## src/hdl/population_fitness_statistics_assert.svh

```systemverilog
// Assertion macros shared by the population fitness statistics RTL.
// Each macro expects a clock named clk and an active-high reset named rst in scope.
`ifndef POPULATION_FITNESS_STATISTICS_ASSERT_SVH
`define POPULATION_FITNESS_STATISTICS_ASSERT_SVH

// The consequent must hold in the same cycle as the antecedent.
`define PFS_ASSERT_NOW(name, ante, cons) \
  name: assert property (@(posedge clk) disable iff (rst) (ante) |-> (cons)) \
    else $error("population_fitness_statistics: assertion failed");

// The consequent must hold in the cycle after the antecedent.
`define PFS_ASSERT_NEXT(name, ante, cons) \
  name: assert property (@(posedge clk) disable iff (rst) (ante) |=> (cons)) \
    else $error("population_fitness_statistics: assertion failed");

`endif

```

## src/hdl/pfs_pkg.sv

```systemverilog
// Package for the population fitness statistics block: widths, register indexes,
// request and result types. It has no dependencies.
`timescale 1ns / 1ps
`default_nettype none

package pfs_pkg;

  // Sizing of the population and the step size lanes.
  localparam int MAX_POPULATION = 1024;
  localparam int SIGMA_LANES    = 4;
  localparam int SIGMA_FIELDS   = 4;
  localparam int LANE_COUNT     = (SIGMA_LANES < SIGMA_FIELDS) ? SIGMA_LANES : SIGMA_FIELDS;

  // Field widths.
  localparam int FIT_W   = 48;
  localparam int SIGMA_W = 32;
  localparam int POS_W   = 10;
  localparam int EVAL_W  = 40;
  localparam int LANES_W = 3;
  localparam int CHILD_W = 11;

  // Derived widths: the count must hold MAX_POPULATION itself.
  localparam int COUNT_W = $clog2(MAX_POPULATION + 1);
  localparam int SUM_W   = FIT_W + COUNT_W - 1;
  localparam int PROD_W  = COUNT_W + CHILD_W;

  // Configuration port.
  localparam int CFG_INDEX_W = 1;
  localparam int CFG_DATA_W  = CHILD_W;
  localparam logic [CFG_INDEX_W-1:0] CFG_SIGMAS_IN_USE       = 1'd0;
  localparam logic [CFG_INDEX_W-1:0] CFG_CHILDREN_PER_PARENT = 1'd1;

  // One individual.
  typedef struct packed {
    logic                    fit_valid;
    logic signed [FIT_W-1:0] fit_value;
    logic [SIGMA_W-1:0]      sigma_0;
    logic [SIGMA_W-1:0]      sigma_1;
    logic [SIGMA_W-1:0]      sigma_2;
    logic [SIGMA_W-1:0]      sigma_3;
    logic                    last_in_generation;
    logic                    first_generation;
  } in_item_t;

  // One generation summary.
  typedef struct packed {
    logic                    best_valid;
    logic signed [FIT_W-1:0] best_value;
    logic [POS_W-1:0]        best_position;
    logic                    worst_valid;
    logic signed [FIT_W-1:0] worst_value;
    logic signed [FIT_W-1:0] mean_value;
    logic [SIGMA_W-1:0]      sigma_min;
    logic [SIGMA_W-1:0]      sigma_max;
    logic [EVAL_W-1:0]       evaluations_total;
    logic                    record_improved;
    logic                    record_valid;
    logic signed [FIT_W-1:0] record_value;
  } out_item_t;

  // Candidates one lane offers to the min and max merge.
  typedef struct packed {
    logic [SIGMA_W-1:0] lo;
    logic [SIGMA_W-1:0] hi;
  } lane_cand_t;

endpackage

`default_nettype wire

```

## src/hdl/pfs_if.sv

```systemverilog
// Valid/ready channel interfaces for individuals in and generation summaries out.
// Depends on pfs_pkg for the payload types.
`timescale 1ns / 1ps
`default_nettype none

interface pfs_in_if;
  logic             valid;
  logic             ready;
  pfs_pkg::in_item_t data;

  modport source (output valid, output data, input ready);
  modport sink (input valid, input data, output ready);
endinterface

interface pfs_out_if;
  logic               valid;
  logic               ready;
  pfs_pkg::out_item_t data;

  modport source (output valid, output data, input ready);
  modport sink (input valid, input data, output ready);
endinterface

`default_nettype wire

```

## src/hdl/population_fitness_statistics.sv

```systemverilog
// Population fitness statistics. Individuals stream in at one request per cycle; each
// updates the generation's best and worst (valid beats invalid, lower wins, first seen
// kept on ties), the fitness sum and count, and the step size extremes over the lanes
// in use, which four side-by-side lanes and a merge stage track. The request marked
// last in its generation, or the one that fills MAX_POPULATION, closes the generation:
// input stays not ready through the closing state, the divider's steps and the loading
// of the summary, and longer while an earlier summary still waits in the output register.
// A one-bit-per-cycle divider forms the mean, then one summary is placed in the output
// register, the saturating evaluation total and the best-so-far record having been
// updated. The next generation may stream in while that summary waits to be taken. The
// user must write configuration only while the block is idle; the block itself does not
// enforce it.
`timescale 1ns / 1ps
`default_nettype none
`include "population_fitness_statistics_assert.svh"

module population_fitness_statistics (
  input  logic                            clk,
  input  logic                            rst,
  pfs_in_if.sink                          items,
  pfs_out_if.source                       results,
  input  logic                            cfg_write,
  input  logic [pfs_pkg::CFG_INDEX_W-1:0] cfg_index,
  input  logic [pfs_pkg::CFG_DATA_W-1:0]  cfg_data
);

  localparam logic [1:0] S_IDLE  = 2'd0;
  localparam logic [1:0] S_CLOSE = 2'd1;
  localparam logic [1:0] S_DIV   = 2'd2;
  localparam logic [1:0] S_EMIT  = 2'd3;

  localparam int FIT_W   = pfs_pkg::FIT_W;
  localparam int COUNT_W = pfs_pkg::COUNT_W;
  localparam int SUM_W   = pfs_pkg::SUM_W;
  localparam int EVAL_W  = pfs_pkg::EVAL_W;
  localparam int LANES_W = pfs_pkg::LANES_W;

  // True if (av, a) is strictly better than (bv, b).
  function automatic logic wins(input logic av, input logic signed [FIT_W-1:0] a,
                                input logic bv, input logic signed [FIT_W-1:0] b);
    if (av == bv) return a < b;
    return av;
  endfunction

  logic [1:0]                    state;
  logic [LANES_W-1:0]            sigmas_in_use;
  logic [pfs_pkg::CHILD_W-1:0]   children_per_parent;

  logic                          best_valid;
  logic signed [FIT_W-1:0]       best_value;
  logic [pfs_pkg::POS_W-1:0]     best_position;
  logic                          worst_valid;
  logic signed [FIT_W-1:0]       worst_value;
  logic [SUM_W-1:0]              fitness_sum;
  logic [COUNT_W-1:0]            item_count;
  logic [EVAL_W-1:0]             evaluation_count;
  logic                          record_valid;
  logic signed [FIT_W-1:0]       record_value;
  logic                          record_improved;
  logic                          close_first;
  logic                          mean_neg;
  logic [pfs_pkg::PROD_W-1:0]    eval_add;

  logic                          out_valid;
  pfs_pkg::out_item_t            out_reg;

  logic                          item_accept;
  logic                          close_item;
  logic                          emit_go;
  logic [31:0]                   count_ext;
  logic [SUM_W-1:0]              fit_ext;
  logic [SUM_W-1:0]              sum_mag;
  logic [EVAL_W:0]               eval_sum;
  logic                          improved_now;
  logic [FIT_W-1:0]              quot_low;
  logic                          record_same;

  logic [LANES_W-1:0]            lanes_eff;
  logic [pfs_pkg::LANE_COUNT-1:0] lane_used;
  logic                          lane_valid;
  logic [pfs_pkg::SIGMA_W-1:0]   sigma_field [pfs_pkg::SIGMA_FIELDS];
  pfs_pkg::lane_cand_t [pfs_pkg::LANE_COUNT-1:0] cands;
  logic                          sigma_pending;
  logic [pfs_pkg::SIGMA_W-1:0]   step_min;
  logic [pfs_pkg::SIGMA_W-1:0]   step_max;

  logic [SUM_W-1:0]              div_quotient;
  logic                          div_busy;
  logic                          div_done;

  // Handshake and closing conditions.
  assign items.ready = (state == S_IDLE);
  assign item_accept = items.valid && items.ready;
  assign close_item  = items.data.last_in_generation ||
                       (item_count == COUNT_W'(pfs_pkg::MAX_POPULATION - 1));
  assign emit_go     = (state == S_EMIT) && (!out_valid || results.ready);

  // Helper values for the datapath.
  assign count_ext    = 32'(item_count);
  assign fit_ext      = {{(SUM_W-FIT_W){items.data.fit_value[FIT_W-1]}}, items.data.fit_value};
  assign sum_mag      = fitness_sum[SUM_W-1] ? (~fitness_sum + 1'b1) : fitness_sum;
  assign eval_sum     = {1'b0, evaluation_count} + (EVAL_W+1)'(eval_add);
  assign improved_now = close_first || wins(best_valid, best_value, record_valid, record_value);
  assign quot_low     = div_quotient[FIT_W-1:0];

  // Control: state, configuration, counters and the record.
  always_ff @(posedge clk) begin
    if (rst) begin
      state               <= S_IDLE;
      sigmas_in_use       <= LANES_W'(1);
      children_per_parent <= pfs_pkg::CHILD_W'(1);
      item_count          <= '0;
      fitness_sum         <= '0;
      evaluation_count    <= '0;
      record_valid        <= 1'b0;
      record_value        <= '0;
      lane_valid          <= 1'b0;
    end else begin
      lane_valid <= item_accept;
      if (cfg_write) begin
        unique case (cfg_index)
          pfs_pkg::CFG_SIGMAS_IN_USE:       sigmas_in_use <= cfg_data[LANES_W-1:0];
          pfs_pkg::CFG_CHILDREN_PER_PARENT: children_per_parent <= cfg_data;
        endcase
      end
      unique case (state)
        S_IDLE: begin
          if (item_accept) begin
            item_count  <= item_count + 1'b1;
            fitness_sum <= fitness_sum + fit_ext;
            if (close_item) state <= S_CLOSE;
          end
        end
        S_CLOSE: begin
          if (improved_now) begin
            record_valid <= best_valid;
            record_value <= best_value;
          end
          state <= S_DIV;
        end
        S_DIV: begin
          if (div_done) begin
            evaluation_count <= eval_sum[EVAL_W] ? '1 : eval_sum[EVAL_W-1:0];
            state            <= S_EMIT;
          end
        end
        S_EMIT: begin
          if (emit_go) begin
            item_count  <= '0;
            fitness_sum <= '0;
            state       <= S_IDLE;
          end
        end
      endcase
    end
  end

  // Best and worst of the generation; the first request of a generation seeds both.
  always_ff @(posedge clk) begin
    if (item_accept) begin
      close_first <= items.data.first_generation;
      if (item_count == '0) begin
        best_valid    <= items.data.fit_valid;
        best_value    <= items.data.fit_value;
        best_position <= '0;
        worst_valid   <= items.data.fit_valid;
        worst_value   <= items.data.fit_value;
      end else begin
        if (wins(items.data.fit_valid, items.data.fit_value, best_valid, best_value)) begin
          best_valid    <= items.data.fit_valid;
          best_value    <= items.data.fit_value;
          best_position <= count_ext[pfs_pkg::POS_W-1:0];
        end
        if (wins(worst_valid, worst_value, items.data.fit_valid, items.data.fit_value)) begin
          worst_valid <= items.data.fit_valid;
          worst_value <= items.data.fit_value;
        end
      end
    end
  end

  // Closing work that the divider runs beside.
  always_ff @(posedge clk) begin
    if (state == S_CLOSE) begin
      eval_add        <= item_count * children_per_parent;
      mean_neg        <= fitness_sum[SUM_W-1];
      record_improved <= improved_now;
    end
  end

  // Output register: decouples the summary from the next generation's input.
  always_ff @(posedge clk) begin
    if (rst) begin
      out_valid <= 1'b0;
    end else if (emit_go) begin
      out_valid <= 1'b1;
    end else if (results.ready) begin
      out_valid <= 1'b0;
    end
  end

  always_ff @(posedge clk) begin
    if (emit_go) begin
      out_reg.best_valid        <= best_valid;
      out_reg.best_value        <= best_value;
      out_reg.best_position     <= best_position;
      out_reg.worst_valid       <= worst_valid;
      out_reg.worst_value       <= worst_value;
      out_reg.mean_value        <= mean_neg ? (~quot_low + 1'b1) : quot_low;
      out_reg.sigma_min         <= step_min;
      out_reg.sigma_max         <= step_max;
      out_reg.evaluations_total <= evaluation_count;
      out_reg.record_improved   <= record_improved;
      out_reg.record_valid      <= record_valid;
      out_reg.record_value      <= record_value;
    end
  end

  assign results.valid = out_valid;
  assign results.data  = out_reg;

  // Effective lane count: zero acts as one, too many acts as the lanes there are.
  always_comb begin
    lanes_eff = sigmas_in_use;
    if (sigmas_in_use == '0) begin
      lanes_eff = LANES_W'(1);
    end else if (sigmas_in_use > LANES_W'(pfs_pkg::LANE_COUNT)) begin
      lanes_eff = LANES_W'(pfs_pkg::LANE_COUNT);
    end
  end

  assign sigma_field[0] = items.data.sigma_0;
  assign sigma_field[1] = items.data.sigma_1;
  assign sigma_field[2] = items.data.sigma_2;
  assign sigma_field[3] = items.data.sigma_3;

  // Step size lanes.
  for (genvar k = 0; k < pfs_pkg::LANE_COUNT; k++) begin : g_lane
    assign lane_used[k] = LANES_W'(k) < lanes_eff;

    pfs_sigma_lane u_lane (
      .clk   (clk),
      .load  (item_accept),
      .used  (lane_used[k]),
      .sigma (sigma_field[k]),
      .cand  (cands[k])
    );
  end

  pfs_sigma_merge u_merge (
    .clk        (clk),
    .rst        (rst),
    .lane_valid (lane_valid),
    .clear      (emit_go),
    .cands      (cands),
    .pending    (sigma_pending),
    .step_min   (step_min),
    .step_max   (step_max)
  );

  // Mean magnitude: |sum| / count.
  pfs_divider u_div (
    .clk      (clk),
    .rst      (rst),
    .start    (state == S_CLOSE),
    .dividend (sum_mag),
    .divisor  (item_count),
    .quotient (div_quotient),
    .busy     (div_busy),
    .done     (div_done)
  );

  // The summary's record fields agree with its best individual.
  assign record_same = (out_reg.record_valid == out_reg.best_valid) &&
                       (out_reg.record_value == out_reg.best_value);

  // The step size pipeline has drained before the summary is built.
  `PFS_ASSERT_NOW(a_sigma_drained, div_done, !lane_valid && !sigma_pending && !div_busy)
  // A generation never holds more than the population limit while streaming.
  `PFS_ASSERT_NOW(a_count_bound, state == S_IDLE, item_count < COUNT_W'(pfs_pkg::MAX_POPULATION))
  // Emitting a summary starts a fresh generation.
  `PFS_ASSERT_NEXT(a_gen_cleared, emit_go, state == S_IDLE && item_count == '0 && fitness_sum == '0)
  // An improved record equals the generation's best.
  `PFS_ASSERT_NOW(a_record_match, out_valid && out_reg.record_improved, record_same)

endmodule

`default_nettype wire

```

## src/hdl/pfs_sigma_lane.sv

```systemverilog
// One step size lane: registers the lane's min and max candidates for a request.
// Depends on pfs_pkg.
`timescale 1ns / 1ps
`default_nettype none

module pfs_sigma_lane (
  input  logic                         clk,
  input  logic                         load,
  input  logic                         used,
  input  logic [pfs_pkg::SIGMA_W-1:0]  sigma,
  output pfs_pkg::lane_cand_t          cand
);

  // A lane that is not in use offers the neutral value to both reductions.
  always_ff @(posedge clk) begin
    if (load) begin
      cand.lo <= used ? sigma : '1;
      cand.hi <= used ? sigma : '0;
    end
  end

endmodule

`default_nettype wire

```

## src/hdl/pfs_sigma_merge.sv

```systemverilog
// Merges the lane candidates into the per-generation smallest and largest step size.
// Depends on pfs_pkg; fed by the pfs_sigma_lane instances.
`timescale 1ns / 1ps
`default_nettype none

module pfs_sigma_merge (
  input  logic                                             clk,
  input  logic                                             rst,
  input  logic                                             lane_valid,
  input  logic                                             clear,
  input  pfs_pkg::lane_cand_t [pfs_pkg::LANE_COUNT-1:0]    cands,
  output logic                                             pending,
  output logic [pfs_pkg::SIGMA_W-1:0]                      step_min,
  output logic [pfs_pkg::SIGMA_W-1:0]                      step_max
);

  logic [pfs_pkg::SIGMA_W-1:0] red_lo;
  logic [pfs_pkg::SIGMA_W-1:0] red_hi;
  logic [pfs_pkg::SIGMA_W-1:0] item_lo;
  logic [pfs_pkg::SIGMA_W-1:0] item_hi;
  logic                        item_valid;

  // Reduce the lanes of one request to its own extremes.
  always_comb begin
    red_lo = '1;
    red_hi = '0;
    for (int i = 0; i < pfs_pkg::LANE_COUNT; i++) begin
      if (cands[i].lo < red_lo) red_lo = cands[i].lo;
      if (cands[i].hi > red_hi) red_hi = cands[i].hi;
    end
  end

  // Stage register between the lane reduction and the running fold.
  always_ff @(posedge clk) begin
    if (rst) begin
      item_valid <= 1'b0;
    end else begin
      item_valid <= lane_valid;
    end
  end

  always_ff @(posedge clk) begin
    if (lane_valid) begin
      item_lo <= red_lo;
      item_hi <= red_hi;
    end
  end

  // Fold into the running extremes; a new generation starts from the neutral values.
  always_ff @(posedge clk) begin
    if (rst || clear) begin
      step_min <= '1;
      step_max <= '0;
    end else if (item_valid) begin
      if (item_lo < step_min) step_min <= item_lo;
      if (item_hi > step_max) step_max <= item_hi;
    end
  end

  assign pending = item_valid;

endmodule

`default_nettype wire

```

## src/hdl/pfs_divider.sv

```systemverilog
// Restoring divider, one quotient bit per cycle, for the generation mean.
// Depends on pfs_pkg for the sum and count widths.
`timescale 1ns / 1ps
`default_nettype none

module pfs_divider (
  input  logic                        clk,
  input  logic                        rst,
  input  logic                        start,
  input  logic [pfs_pkg::SUM_W-1:0]   dividend,
  input  logic [pfs_pkg::COUNT_W-1:0] divisor,
  output logic [pfs_pkg::SUM_W-1:0]   quotient,
  output logic                        busy,
  output logic                        done
);

  localparam int STEP_W = $clog2(pfs_pkg::SUM_W + 1);

  logic [pfs_pkg::SUM_W-1:0]   acc;
  logic [pfs_pkg::COUNT_W-1:0] rem;
  logic [pfs_pkg::COUNT_W-1:0] dvs;
  logic [STEP_W-1:0]           steps_left;
  logic [pfs_pkg::COUNT_W:0]   trial;
  logic                        fits;
  logic [pfs_pkg::COUNT_W:0]   trial_sub;

  // One trial subtraction of the shifted remainder.
  always_comb begin
    trial     = {rem, acc[pfs_pkg::SUM_W-1]};
    fits      = trial >= {1'b0, dvs};
    trial_sub = trial - {1'b0, dvs};
  end

  // Control: count the steps and flag the last one.
  always_ff @(posedge clk) begin
    if (rst) begin
      busy       <= 1'b0;
      done       <= 1'b0;
      steps_left <= '0;
    end else begin
      done <= 1'b0;
      if (start) begin
        busy       <= 1'b1;
        steps_left <= STEP_W'(pfs_pkg::SUM_W);
      end else if (busy) begin
        steps_left <= steps_left - 1'b1;
        if (steps_left == STEP_W'(1)) begin
          busy <= 1'b0;
          done <= 1'b1;
        end
      end
    end
  end

  // Datapath: the dividend shifts out as the quotient shifts in.
  always_ff @(posedge clk) begin
    if (start) begin
      acc <= dividend;
      rem <= '0;
      dvs <= divisor;
    end else if (busy) begin
      acc <= {acc[pfs_pkg::SUM_W-2:0], fits};
      rem <= fits ? trial_sub[pfs_pkg::COUNT_W-1:0] : trial[pfs_pkg::COUNT_W-1:0];
    end
  end

  assign quotient = acc;

endmodule

`default_nettype wire

```

## src/flat_wrapper.sv

```systemverilog
// flat-port wrapper written by rule: the top's interface ports become plain ports
module population_fitness_statistics_flat 
  (clk, rst, cfg_write, cfg_index, cfg_data, items_valid, items_data, items_ready, results_valid, results_data, results_ready);
  pfs_in_if items_i ();
  pfs_out_if results_i ();
  input  logic clk;
  input  logic rst;
  input  logic cfg_write;
  input  logic [pfs_pkg::CFG_INDEX_W-1:0] cfg_index;
  input  logic [pfs_pkg::CFG_DATA_W-1:0] cfg_data;
  input wire logic [$bits(items_i.valid)-1:0] items_valid;
  input wire logic [$bits(items_i.data)-1:0] items_data;
  output wire logic [$bits(items_i.ready)-1:0] items_ready;
  output wire logic [$bits(results_i.valid)-1:0] results_valid;
  output wire logic [$bits(results_i.data)-1:0] results_data;
  input wire logic [$bits(results_i.ready)-1:0] results_ready;
  assign items_i.valid = items_valid;
  assign items_i.data = items_data;
  assign items_ready = items_i.ready;
  assign results_valid = results_i.valid;
  assign results_data = results_i.data;
  assign results_i.ready = results_ready;
  population_fitness_statistics u_core (.clk(clk), .rst(rst), .items(items_i), .results(results_i), .cfg_write(cfg_write), .cfg_index(cfg_index), .cfg_data(cfg_data));
endmodule
```

## config.mk

```make
export PLATFORM = sky130hd
export DESIGN_NAME = population_fitness_statistics_flat
export DESIGN_NICKNAME = d
export VERILOG_FILES = /design/src/hdl/pfs_pkg.sv /design/src/hdl/pfs_if.sv /design/src/hdl/population_fitness_statistics.sv /design/src/hdl/pfs_sigma_lane.sv /design/src/hdl/pfs_sigma_merge.sv /design/src/hdl/pfs_divider.sv /design/src/flat_wrapper.sv
export VERILOG_INCLUDE_DIRS = /design/src /design/src/hdl
export SDC_FILE = /design/constraint.sdc
export NUM_CORES = 2
export LEC_CHECK = 0
export BUFFER_PORTS_ARGS = -buffer_cell sky130_fd_sc_hd__buf_2
export CAP_MARGIN = 0
export CORE_AREA = 2 2 308 310
export CTS_BUF_LIST = sky130_fd_sc_hd__clkbuf_16
export CTS_CLUSTER_SIZE = 14
export DETAILED_ROUTE_END_ITERATION = 8
export DIE_AREA = 0 0 310 312
export GPL_TIMING_DRIVEN = 0
export PLACE_DENSITY = 0.82
export SETUP_SLACK_MARGIN = 0.4
export SLEW_MARGIN = 0
export SYNTH_ARGS = -nofsm -noshare
export SYNTH_HDL_FRONTEND = slang
export SYNTH_HIERARCHICAL = 1
export SYNTH_SLANG_ARGS = --single-unit
```

## constraint.sdc

```tcl
create_clock -name clk -period 30.4 [get_ports clk]
set_clock_uncertainty 0.2 [all_clocks]
set_input_delay 0 -clock clk [delete_from_list [all_inputs] [get_ports clk]]
set_output_delay 0 -clock clk [all_outputs]
set_load 0.05 [all_outputs]
```

==> impl_metrics.json <==
{
  "holdBufCountCts": 400,
  "ios": 508,
  "slew_violations": 0,
  "cts_sinks": 1092,
  "synthToLayoutAreaGrowth_pct": 20.2,
  "gr-max-usage-layer": "met2",
  "p_leak_nw": 30.7,
  "drcViolationCount": 0,
  "wl_mm": 180,
  "max_freq_ghz": 0.101,
  "n_fill_cell": 5622,
  "internal_power_mw": 3.87,
  "p_total_mw": 6.44,
  "clk_latency_ps": 720,
  "cts_resized": 0,
  "min_from": "items_data[30]",
  "grt_max_degree": 130,
  "swShare": 0.398,
  "synthMuxAreaShare": 0.0436,
  "rsz0062_at_grt": "false",
  "cp.arrival_ps": 10100,
  "ys_ff_latch": 1092,
  "root_buffer": "clkbuf_16",
  "critPathLaunch": "u_core/g_lane[1].u_lane/cand[39]",
  "fin_crit_sh": 0.325,
  "ir_drop_mv": 0.0537,
  "cts.reportedPaths.clkPinSlew_ps": 60,
  "start_kind": "register",
  "synth-compound-area-share": 0.115,
  "setup_violations": 0,
  "synthAdderAreaFrac": 0.142,
  "finalHoldViolCount": 0,
  "synth_area_per_cell_sq_um": 11.1,
  "cp-end-kind": "register",
  "status": "completed",
  "p_per_area_mw_per_mm2": 88.8,
  "min_period_ps": 9880,
  "synth_edf_count": 832,
  "p_comb_frac": 0.424,
  "htree_num_levels": 3,
  "fin_nets": 7292,
  "critPathMaxFanout": 10,
  "synth_warnings": 6,
  "reg2reg_from": "u_core/g_lane[1].u_lane/cand[39]",
  "grtUsageMet3": 0.0612,
  "num_vias": 47975,
  "ys.flop_type": "edfxtp_1",
  "ant_nets": 0,
  "timing.slew.headroom": 0.188,
  "dieArea_sq_mm": 0.0967,
  "switchingPower_mw": 2.56,
  "async_flop_share": 0,
  "drtIter0Drc": 5021,
  "min_path_type": "in2reg",
  "power_frac_seq": 0.364,
  "synth_simple_gate_area_frac": 0.119,
  "grt_pass1_wl_mm": 273,
  "met2_usage": 0.614,
  "cts_buffers": 112,
  "initial_core_util": 0.648,
  "track_usage": 0.368,
  "postCtsSetupBuffers": 0,
  "dp_hpwl_mm": 124,
  "firstDrtPassIters": 8,
  "cts_buffer_depth": 3,
  "core_area_sq_mm": 0.0930,
  "gp_congestion": 0.964,
  "maxCapViolations": 0,
  "synthCells": 5414,
  "die_y_microns": 312,
  "fin_setup_tns_ps": 0,
  "synth_top_family_by_area": "adder cells",
  "worstMarginPinSlew_ps": 1220,
  "routedWlPerCell_microns": 23.0,
  "drive_gt1_frac": 0.137,
  "yosysSeqAreaShare": 0.501,
  "grt_pass1_vias": 48108,
  "clkPwrFrac": 0.212,
  "row_count": 112,
  "fp.dieW_microns": 310,
  "via_per_inst": 6.13,
  "critPathSlowestCell": "clkbuf_1",
  "synthXorXnorAreaFrac": 0.0304,
  "syn-cell-area_sq_mm": 0.0603,
  "numPortBuffers": 507,
  "grt-ovfl-total": 0,
  "fin_util": 0.779,
  "antenna_found_initial": 14,
  "crit_required_ps": 30620,
  "yosysUniqueCellTypes": 100,
  "criticalPathCategory": "reg2reg",
  "cpPeakStageDelay_ps": 740,
  "cts_tree": "done",
  "grtUsageMet1": 0.463
}
-- critical path: cells and delay by family, from the launching register on --
family	cells	cell delay [ps]
adders and majority gates	3	920
DFF	1	490
muxes	2	940
AOI/OAI and AO/OA	14	4040
buffers and inverters	5	1710
and+or+nand+nor	6	1270
-- metrics by stage --
stage               std cells  setup slack (ps)  instance area, sq um  hold slack (ps)
finish                   7822             20520                 72500             65.5
global route             7820             20260                 72500             56.8
CTS                      7814             21150                 72500             4.29
global placement         7184              3390                 64500             33.3
detailed placement       7200             21210                 64900             34.0
floorplan                5423             12710                 60300             -128
-- layout make-up --
cell class              count  area, sq um  share of cell area
multi-input cells        3561        27200               0.375
inverters                 572         2150              0.0297
clock inverters           100          776              0.0107
clock buffers             114         2850              0.0393
repair buffers            924         6920              0.0954
well taps                1254         1570              0.0216
flip-flops and latches   1092        30200               0.416
plain buffers             198          820              0.0113
diodes                      7         17.5            0.000242
-- cells in the mapped netlist (30+ instances only) --
cell type  instances  share of area
edfxtp_1         832           0.41
inv_1            571          0.036
ha_1             552           0.11
nand2_1          298          0.019
nor2_1           279          0.017
dfxtp_1          260          0.086
a21oi_1          238          0.020
o21ai_0          238          0.020
and2_1           213          0.022
nand2b_1         152          0.016
clkbuf_1         149         0.0093
a21o_1           139          0.017
xnor2_1          136          0.020
mux2i_1          122          0.020
mux2_2           121          0.023
nand4_1           93         0.0096
nand3_1           86         0.0071
fa_1              83          0.028
nor3_1            83         0.0069
xor2_1            73          0.011
a211oi_1          54         0.0067
a31oi_1           51         0.0053
o211ai_1          51         0.0063
a21boi_0          41         0.0051
nor2b_1           34         0.0035
o21ai_1           34         0.0028
o31ai_1           33         0.0041
o21a_1            30         0.0037
-- state kept, by name, indices dropped and copies added, names as in the netlist, 22 cells and up --
name,cells
u_core/results.data,310
u_core/g_lane.u_lane/cand,256
u_core/fitness_sum,58
u_core/u_div/quotient,58
u_core/best_value,48
u_core/record_value,48
u_core/worst_value,48
u_core/evaluation_count,40
u_core/u_merge/item_hi,32
u_core/u_merge/item_lo,32
u_core/u_merge/step_max,32
u_core/u_merge/step_min,32
u_core/eval_add,22
-- final timing paths --
kind | cells past startpoint | to | slack (ps)
worst min-delay path | 3 | u_core/g_lane[3].u_lane/cand[28] | 70
worst max register to register | 30 | u_core/u_merge/item_lo[26] | 20520
worst min register to register | 0 | u_core/results.data[253] | 220
worst max-delay path | 30 | u_core/u_merge/item_lo[26] | 20520
-- cells by family after synthesis --
group / after synthesis
buffers and inverters: 770
XOR/XNOR: 209
multiplexers: 246
other: 1
AND/OR/NAND/NOR: 1389
flip-flops: 1092
AO/OA/AOI/OAI: 1070
adder cells (fa/ha/maj): 637
-- routing by layer --
metal	up-vias	routed length [microns]
met3	612	15600
met2	2711	86500
met1	23122	67700
li1	21522	-
met5	-	50
met4	8	9690
-- cell usage in the layout, fill, tap and decap left out, types with 237 or more instances in the layout --
cell and count:
dfxtp_1 259, nand2_1 298, a21oi_1 237, inv_1 600, nor2_1 279, o21ai_0 238
edfxtp_1 832, buf_2 530, ha_1 551, dlygate4sd3_1 400
-- power by group through the flow --
stage          Clock, mW  Sequential (mW)  Combinational, mW
6_report            1.37             2.34               2.73
4_1_cts             1.37             2.32               2.62
2_1_floorplan          0             2.38               1.75
3_3_place_gp           0             2.41               2.42
5_1_grt             1.43             2.37               2.93
3_5_place_dp           0             2.35               2.55
No activity file was read; power rests on OpenSTA's default activity.
